===== config.mk =====
export PLATFORM = sky130hd
export DESIGN_NAME = animation_progress_easing_top
export DESIGN_NICKNAME = d
export VERILOG_FILES = /design/src/ape_pkg.sv /design/src/animation_progress_easing_top.sv /design/src/ape_div_cell.sv /design/src/ape_ease.sv
export SDC_FILE = /design/constraint.sdc
export NUM_CORES = 2
export LEC_CHECK = 0
export ABC_AREA = 0
export BUFFER_PORTS_ARGS = -buffer_cell sky130_fd_sc_hd__buf_4
export CAP_MARGIN = 25
export CELL_PAD_IN_SITES_DETAIL_PLACEMENT = 1
export CELL_PAD_IN_SITES_GLOBAL_PLACEMENT = 1
export CORE_MARGIN = 8
export CORE_UTILIZATION = 53
export DETAILED_ROUTE_END_ITERATION = 8
export PLACE_DENSITY_LB_ADDON = 0.1
export REMOVE_ABC_BUFFERS = 1
export SLEW_MARGIN = 20
export SYNTH_ARGS = -nofsm -noshare
export SYNTH_HDL_FRONTEND = slang
export SYNTH_SLANG_ARGS = --single-unit

===== constraint.sdc =====
create_clock -name clk -period 44.4 [get_ports clk]
set_input_delay 13.32 -clock clk [delete_from_list [all_inputs] [get_ports clk]]
set_output_delay 13.32 -clock clk [all_outputs]
set_load 0.01 [all_outputs]

===== src/ape_pkg.sv =====
// Shared types and constants for the animation progress easing block.
package ape_pkg;

  localparam int TIME_W = 32;
  localparam int SPAN_W = 16;
  localparam int FRAC_W = 16;
  localparam int T_W    = FRAC_W + 1;
  localparam int E_W    = FRAC_W + 2;
  localparam int DIV_CELLS = FRAC_W;

  localparam logic [T_W-1:0] ONE       = T_W'(1) << FRAC_W;
  localparam logic [E_W-1:0] EASED_MAX = (E_W'(2) << FRAC_W) - E_W'(1);
  // back curve coefficients, 1.70158 and 2.70158 in Q16
  localparam logic [T_W-1:0] C1 = T_W'(111515);
  localparam logic [E_W-1:0] C3 = E_W'(111515) + E_W'(ONE);

  typedef enum logic [1:0] {
    FN_LINEAR    = 2'd0,
    FN_OUT_CUBIC = 2'd1,
    FN_IN_CUBIC  = 2'd2,
    FN_OUT_BACK  = 2'd3
  } ape_func_t;

  typedef struct packed {
    ape_func_t          func;
    logic               animating;
    logic [TIME_W-1:0]  now_time;
    logic [TIME_W-1:0]  start_time;
    logic [SPAN_W-1:0]  span_ms;
  } ape_in_t;

  typedef struct packed {
    logic [T_W-1:0] raw_progress;
    logic [T_W-1:0] eased_progress;
  } ape_out_t;

  // state carried from one divider cell to the next
  typedef struct packed {
    logic              valid;
    ape_func_t         func;
    logic              bypass;
    logic [T_W-1:0]    t_fix;
    logic [SPAN_W-1:0] span;
    logic [SPAN_W-1:0] rem;
    logic [FRAC_W-1:0] quo;
  } ape_div_t;

endpackage


===== src/animation_progress_easing_top.sv =====
// Top level: progress front end, divider cell chain and easing pipeline.
//
// Usage:
//   in_valid/in_ready/in_data carry one item: curve select, active flag,
//   current time, start time and duration. out_valid/out_ready/out_data
//   return one item per input: clamped progress and eased progress.
//   Progress is (now - start) / span in Q1.16, computed by a row of 16
//   restoring-division cells, one quotient bit per cell; inactive, not yet
//   started and finished items bypass the division with a fixed value.
//   The curve pipeline then takes four stages, the first three with two
//   multipliers each, the last one selecting and saturating.
//   The path from the accepting edge to out_valid holds 21 register
//   stages: 1 front stage, 16 divider cells, 4 curve stages.
//   Throughput: one item per cycle while the receiver does not stall, set
//   by the single shared advance enable of the pipeline.
//   When the receiver stalls with a result waiting, the whole pipeline
//   holds and in_ready drops; nothing is lost or repeated.
//   Reset (rst_n low, synchronous) clears all stage valid bits; the
//   block is ready in the first cycle after reset is released.
module animation_progress_easing_top
  import ape_pkg::*;
(
  input  logic     clk,
  input  logic     rst_n,
  input  logic     in_valid,
  output logic     in_ready,
  input  ape_in_t  in_data,
  output logic     out_valid,
  input  logic     out_ready,
  output ape_out_t out_data
);

  logic              en;
  logic [TIME_W-1:0] diff;
  ape_div_t          front_nxt;
  ape_div_t          front_r;
  ape_div_t          chain [DIV_CELLS+1];
  logic [T_W-1:0]    t_div;

  assign en       = !out_valid || out_ready;
  assign in_ready = en;

  always_comb begin
    diff = in_data.now_time - in_data.start_time;
    front_nxt.valid  = in_valid;
    front_nxt.func   = in_data.func;
    front_nxt.span   = in_data.span_ms;
    front_nxt.rem    = diff[SPAN_W-1:0];
    front_nxt.quo    = '0;
    front_nxt.bypass = 1'b1;
    front_nxt.t_fix  = ONE;
    if (!in_data.animating) begin
      front_nxt.t_fix = ONE;
    end else if (diff == '0 || diff[TIME_W-1]) begin
      front_nxt.t_fix = '0;
    end else if (diff >= TIME_W'(in_data.span_ms)) begin
      front_nxt.t_fix = ONE;
    end else begin
      front_nxt.bypass = 1'b0;
    end
  end

  always_ff @(posedge clk) begin
    if (!rst_n) begin
      front_r.valid <= 1'b0;
    end else if (en) begin
      front_r <= front_nxt;
    end
  end

  assign chain[0] = front_r;

  for (genvar i = 0; i < DIV_CELLS; i++) begin : g_div
    ape_div_cell u_cell (
      .clk   (clk),
      .rst_n (rst_n),
      .en    (en),
      .s_in  (chain[i]),
      .s_out (chain[i+1])
    );
  end

  assign t_div = chain[DIV_CELLS].bypass ? chain[DIV_CELLS].t_fix
                                         : {1'b0, chain[DIV_CELLS].quo};

  ape_ease u_ease (
    .clk     (clk),
    .rst_n   (rst_n),
    .en      (en),
    .in_vld  (chain[DIV_CELLS].valid),
    .in_func (chain[DIV_CELLS].func),
    .in_t    (t_div),
    .out_vld (out_valid),
    .out_res (out_data)
  );

  a_raw_range: assert property (@(posedge clk) disable iff (!rst_n)
    out_valid |-> out_data.raw_progress <= ONE)
    else $error("raw progress above one");

  a_end_one: assert property (@(posedge clk) disable iff (!rst_n)
    out_valid && out_data.raw_progress == ONE |-> out_data.eased_progress == ONE)
    else $error("eased value at t=1 is not one");

  a_end_zero: assert property (@(posedge clk) disable iff (!rst_n)
    out_valid && out_data.raw_progress == '0 |-> out_data.eased_progress == '0)
    else $error("eased value at t=0 is not zero");

  a_stall: assert property (@(posedge clk) disable iff (!rst_n)
    out_valid && !out_ready |-> !in_ready)
    else $error("input taken while pipeline stalled");

endmodule


===== src/ape_div_cell.sv =====
// One restoring-division cell: produces one quotient bit per item.
module ape_div_cell
  import ape_pkg::*;
(
  input  logic     clk,
  input  logic     rst_n,
  input  logic     en,
  input  ape_div_t s_in,
  output ape_div_t s_out
);

  ape_div_t          s_r;
  ape_div_t          s_nxt;
  logic [SPAN_W:0]   rem2;
  logic [SPAN_W:0]   diff;
  logic              ge;

  always_comb begin
    rem2  = {s_in.rem, 1'b0};
    diff  = rem2 - {1'b0, s_in.span};
    ge    = (rem2 >= {1'b0, s_in.span});
    s_nxt = s_in;
    // remainder stays below span, so it fits back into SPAN_W bits
    s_nxt.rem = ge ? diff[SPAN_W-1:0] : rem2[SPAN_W-1:0];
    s_nxt.quo = {s_in.quo[FRAC_W-2:0], ge};
  end

  always_ff @(posedge clk) begin
    if (!rst_n) begin
      s_r.valid <= 1'b0;
    end else if (en) begin
      s_r <= s_nxt;
    end
  end

  assign s_out = s_r;

endmodule


===== src/ape_ease.sv =====
// Four-stage curve pipeline: squares, cubes, back terms, select and saturate.
module ape_ease
  import ape_pkg::*;
(
  input  logic           clk,
  input  logic           rst_n,
  input  logic           en,
  input  logic           in_vld,
  input  ape_func_t      in_func,
  input  logic [T_W-1:0] in_t,
  output logic           out_vld,
  output ape_out_t       out_res
);

  logic [3:0] v_r;

  // stage 1
  ape_func_t       f1_r;
  logic [T_W-1:0]  t1_r, q1_r, t2_r, q2_r;
  logic [T_W-1:0]  q_in;
  logic [2*T_W-1:0] tt, qq;

  // stage 2
  ape_func_t       f2_r;
  logic [T_W-1:0]  t2b_r, q2b_r, t3_r, q3_r;
  logic [2*T_W-1:0] ttt, qqq;

  // stage 3
  ape_func_t       f3_r;
  logic [T_W-1:0]  t3b_r, t3c_r, q3b_r;
  logic [E_W-1:0]  up_r, down_r;
  logic [2*T_W-1:0] c1q2;
  logic [T_W+E_W-1:0] c3q3;

  // stage 4
  logic [E_W-1:0]  r;
  ape_out_t        res_r;

  always_comb begin
    q_in = ONE - in_t;
    tt   = in_t * in_t;
    qq   = q_in * q_in;
    ttt  = t2_r * t1_r;
    qqq  = q2_r * q1_r;
    c1q2 = C1 * q2b_r;
    c3q3 = C3 * q3_r;
  end

  always_comb begin
    case (f3_r)
      FN_LINEAR:    r = {1'b0, t3b_r};
      FN_OUT_CUBIC: r = E_W'(ONE) - {1'b0, q3b_r};
      FN_IN_CUBIC:  r = {1'b0, t3c_r};
      FN_OUT_BACK:  r = (up_r > down_r) ? up_r - down_r : '0;
      default:      r = '0;
    endcase
  end

  always_ff @(posedge clk) begin
    if (!rst_n) begin
      v_r <= '0;
    end else if (en) begin
      v_r <= {v_r[2:0], in_vld};
    end
  end

  always_ff @(posedge clk) begin
    if (en) begin
      f1_r  <= in_func;
      t1_r  <= in_t;
      q1_r  <= q_in;
      t2_r  <= tt[T_W+FRAC_W-1:FRAC_W];
      q2_r  <= qq[T_W+FRAC_W-1:FRAC_W];

      f2_r  <= f1_r;
      t2b_r <= t1_r;
      q2b_r <= q2_r;
      t3_r  <= ttt[T_W+FRAC_W-1:FRAC_W];
      q3_r  <= qqq[T_W+FRAC_W-1:FRAC_W];

      f3_r   <= f2_r;
      t3b_r  <= t2b_r;
      t3c_r  <= t3_r;
      q3b_r  <= q3_r;
      up_r   <= E_W'(ONE) + {1'b0, c1q2[T_W+FRAC_W-1:FRAC_W]};
      down_r <= c3q3[E_W+FRAC_W-1:FRAC_W];

      res_r.raw_progress   <= t3b_r;
      res_r.eased_progress <= (r > EASED_MAX) ? EASED_MAX[T_W-1:0] : r[T_W-1:0];
    end
  end

  assign out_vld = v_r[3];
  assign out_res = res_r;

endmodule

; ---- Word level (Yosys, flattened, before mapping)
; Index checks and enable logic that the tools add are counted.
[word_totals]
mem_bits_ro = 0
elab_cells = 226
ramBits = 0
latchBits = 0
out_inout_bits = 36
inputBits = 87
memories = 0
reg_bits = 1272
[op_classes]
multipliers = 6
n_shift = 0
muxes = 20
add_sub_neg = 20
eq_ne = 3
n_div = 0
reduce_logical = 7
magnitude_cmp = 19
bitwise_logic = 1
[op_table]
columns = operator, n
row1 = 17-bit by 16-bit >= comparator with 1-bit output, 16
row2 = 16-bit 2-to-1 mux, 15
row3 = 16-bit subtractor, 15
row4 = 17-bit by 17-bit multiplier with 33-bit output, 4
row5 = 18-bit one-hot mux with 4 select lines, 1
row6 = "18-bit by 17-bit multiplier with 34-bit output, first input constant", 1
row7 = 17-bit 2-to-1 mux, 2
row8 = "17-bit by 17-bit multiplier with 33-bit output, first input constant", 1
row9 = 32-bit by 16-bit >= comparator with 1-bit output, 1
row10 = 32-bit zero test, 1
row11 = 32-bit subtractor, 1
row12 = "17-bit by 17-bit adder with 18-bit output, first input constant", 1
row13 = "18-bit by 17-bit > comparator with 1-bit output, second input constant", 1
row14 = 18-bit > comparator, 1
row15 = 18-bit 2-to-1 mux, 1
row16 = "17-bit by 17-bit subtractor with 18-bit output, first input constant", 1
row17 = 18-bit subtractor, 1
row18 = "17-bit subtractor, first input constant", 1
row19 = "2-bit equality test, second input constant", 2
row20 = "2-bit by 1-bit equality test with 1-bit output, second input constant", 1
row21 = 2-bit zero test, 1
row22 = 1-bit logical OR, 2
row23 = 2-bit AND reduction, 1
row24 = 2-bit OR reduction, 1
row25 = 3 further kinds, 3

; ---- Longest topological paths before layout
[logic_depth]
depth_word = 4
mapped_depth = 37
depth_no_buf = 35

; ---- By module
; Synthesis repeated with hierarchy kept, for this count alone.
[unflattened]
cells_unflattened = 9246
hier_area_um2 = 108192.5
[by_module_without_submodules]
columns = mod, instances, area_each_um2, cells_each, seq_area_each_um2
row1 = ape_ease, 1, 52970.8, 5318, 7947.6
row2 = ape_div_cell (g_div[0].u_cell ...), 15, 3216.8, 219, 2062.0
row3 = animation_progress_easing_top, 1, 3733.6, 417, 1101.1
row4 = ape_div_cell (g_div[1].u_cell), 1, 3235.6, 226, 2062.0

; ---- Least setup slack after synthesis
; OpenSTA, ideal clock, no wires.
[synth_path]
path_kind = input -> register
from = in out_ready
to = reg front_r (netlist bit chain[1120]), enable pin
t_arrival_ps = 37348
setup_time_ps = 1171
path_stages = 4
slack_ps = 5881
required_ps = 43229
path_buffers = 1
cell_sequence = nor2b_1 > inv_1 > clkbuf_1 > and2_1
[synth_between]
elab_chain_cells = 2
[synth_rtl]
columns = item, line_no
row1 = "start, declared", animation_progress_easing_top.sv:29  ; input logic out_ready,
row2 = 1-bit logical OR, animation_progress_easing_top.sv:40  ; assign en = !out_valid || out_ready;
row3 = net in_ready, animation_progress_easing_top.sv:26  ; output logic in_ready,
row4 = 2-bit AND reduction (no line), n/a
row5 = "end signal, assigned", animation_progress_easing_top.sv:67  ; front_r <= front_nxt;
row6 = "end, declared", animation_progress_easing_top.sv:36  ; ape_div_t front_r;
; The timed path passes the listed nets, and every way through them passes these cells.
; A chain may end at the register's enable or synchronous reset.

; ---- Worst setup path in the final report
[layout_path]
from = in out_ready
to = out in_ready
[layout_between]
elab_chain_cells = 1
[layout_rtl]
columns = item, line_no
row1 = 1-bit logical OR, animation_progress_easing_top.sv:40
row2 = "end, declared", animation_progress_easing_top.sv:26
; Every way passes these cells.

==> results.md <==
* Synth top area share at 0.322
* Die height at 431 um
* Register area share after synthesis at 0.327
* Final TNS setup at 0 ns
* Synth area leader: edfxtp_1
* Hold-fix buffers, CTS at 0
* Core region area at 171000 um2
* Final cycle utilization of the critical path at 0.634
* ANT nets after route at 0
* Total GRT Usage at 0.254
* Crit path largest cell delay at 0.77 ns
* Vias post-DR at 60.6k
* Synthesized area at 91200 um2
* Final Setup Violations at 0
* Die W at 431 um
* Num CTS Buffers at 113
* Number of nets in the layout at 10.8k
* Critical Path End Type: output pin
* Latest clock arrival within the worst-skew pair at 0.78 ns
* Ys async rst share at 0
* Worst Path Max Fanout at 64
* Clock Path Buffers at 3
* YS warnings at 0
* Vias in the first global route at 69.0k
* Full die area at 186000 um2
* Initial Utilization at 0.532
* Max-cap violations at 0
* Post-CTS setup buffer count at 0
* Critical path type: in2out
* Worst path required time at 31.08 ns
* IO buf count at 122
* Final Max Slew Viols at 0
* Routed WL per cell at 21.1 um
* Achievable clock frequency at 35.5 MHz
* DRC at 0
* CTS tree: done
* Most frequent cells in the layout: 1899 x inv_1, 1060 x fa_1, 997 x ha_1
* Slew HR at 0.223
* Final GP Congestion at 0.869
* Avg Vias per Cell at 5.47
* Clock transition at path regs at 0.06 ns
* Crit-path cells: buf_4 > nor2b_2 > inv_8 > buf_4
* EDFF count, synth at 978
* # IOs at 123
* Startpoint Class: input port
* Synthesized netlist cell count at 8519
* Area growth syn-to-layout at 8.45%
* Largest net degree at the start of global routing at 188
* Post-CTS Resized at 0
* RSZ-0062 raised after global routing: no
* Core Rows at 152
* Initial antenna violation count at 5
* CP bufs+invs at 3
* H-Tree Depth at 3
* Area contributors post-synth: edfxtp_1 32%, fa_1 23%, ha_1 14%
* Minimum clock period at 28.15 ns
* DP HPWL at 185 mm
* HP Class: reg2reg
* Outcome: complete, no violations
* Share of layout cells above drive strength 1 at 0.0657
* Primary FF master, synth: edfxtp_1
* Fin. Hold Viols at 0
* #FFs+latches synth at 999
* Clk_skew at 0.0511 ns
* Distinct cells, synth at 90
* Delay-heaviest family, CP: simple AND/OR/NAND/NOR gates
* Slew @ Worst Pin at 1.17 ns
* First-pass GRT wire length at 374 mm
* Iteration-0 DRC Markers at 2932
* Total grt overflow at 0
* Most common cell after layout, fill and taps aside: inv_1
* CTS root buf: clkbuf_16
* Crit-path slowest cell: nor2b_2
* Post-Syn Area per Cell at 10.7 um2
* Most frequent CP cell: buf_4
* Final wirelength at 234 mm
* Drt first pass iters at 5
* CTS sink cnt at 999
* CP arrival at 14.83 ns
## per-stage QoR
| step | utilization | instance area (um2) | setup WS (ns) | instances | hold slack [ns] |
|---|---|---|---|---|---|
| CTS | 0.577 | 98900 | 16.22 | 11072 | 0.391 |
| global placement | 0.554 | 94900 | 16.24 | 10857 | 0.400 |
| global route | 0.577 | 98900 | 16.14 | 11076 | 0.399 |
| finish | 0.577 | 98900 | 16.25 | 11077 | 0.403 |
| detailed placement | 0.554 | 94900 | 16.22 | 10857 | 0.405 |
| floorplan | - | 90600 | 7.85 | 8371 | 0.400 |
## sequential cells by signal (all words and copies together), names as in the netlist, 18 cells and up
name / cells
u_ease.up_r: 18
chain: 37
g_div.u_cell.s_out: 696
u_ease.out_res: 34
u_ease.down_r: 18
## cells in the mapped netlist (all sizes together), types with 143 or more instances
cell type / count
nand2: 748
o21ai: 249
edfxtp: 978
mux2: 154
xnor2: 191
inv: 1910
a21oi: 245
and2: 307
ha: 997
clkbuf: 143
nor2: 420
fa: 1060
## path summary, 6_finish.rpt
check                                                from                        end  slack (ns)  cells after the start
worst min register to register  g_div[13].u_cell.s_out[1]  g_div[14].u_cell.s_out[2]        0.40                      0
worst min-delay path            g_div[13].u_cell.s_out[1]  g_div[14].u_cell.s_out[2]        0.40                      0
worst max register to register  g_div[15].u_cell.s_out[2]            u_ease.q2_r[16]       33.82                     31
worst max-delay path                            out_ready                   in_ready       16.25                      4
## worst reg2reg max path: cells and delay by family, from the launching register on
family	cells	cell delay (ns)
AOI/OAI and AO/OA	7	1.84
xor gates and xnor gates	2	0.79
adders and majority gates	7	3.22
buffers and inverters	7	1.14
DFF	1	0.89
and+or+nand+nor	8	2.46
## metal layers
metal	up-vias	global-route usage	routed length (um)
met3	442	0.0311	8880
met4	0	0.0842	8480
met2	1156	0.468	123000
li1	27839	-	-
met5	-	0	0
met1	31116	0.306	94200
## logic make-up after synthesis
family / count (synthesis) / share of synthesized area
simple gates: 1964 / 0.102
fa+ha+maj: 2057 / 0.369
mux: 172 / 0.0210
flops: 999 / 0.327
buf+inv: 2083 / 0.0861
xor+xnor: 284 / 0.0274
other cells: 2 / 0.0000823
compound gates: 958 / 0.0676
## area by class of cell
class / count / area, um2
well taps: 2310 / 2890
fillers: 18357 / 72400
inverters: 1913 / 7190
repair buffers: 179 / 1410
multi-input cells: 5459 / 53700
diodes: 2 / 5.00
clock buffers: 128 / 2880
clock inverters: 87 / 1080
flip-flops and latches: 999 / 29800
Power is not shown: default switching activity piles up to over one toggle a cycle in this logic, so the estimate is an artifact.
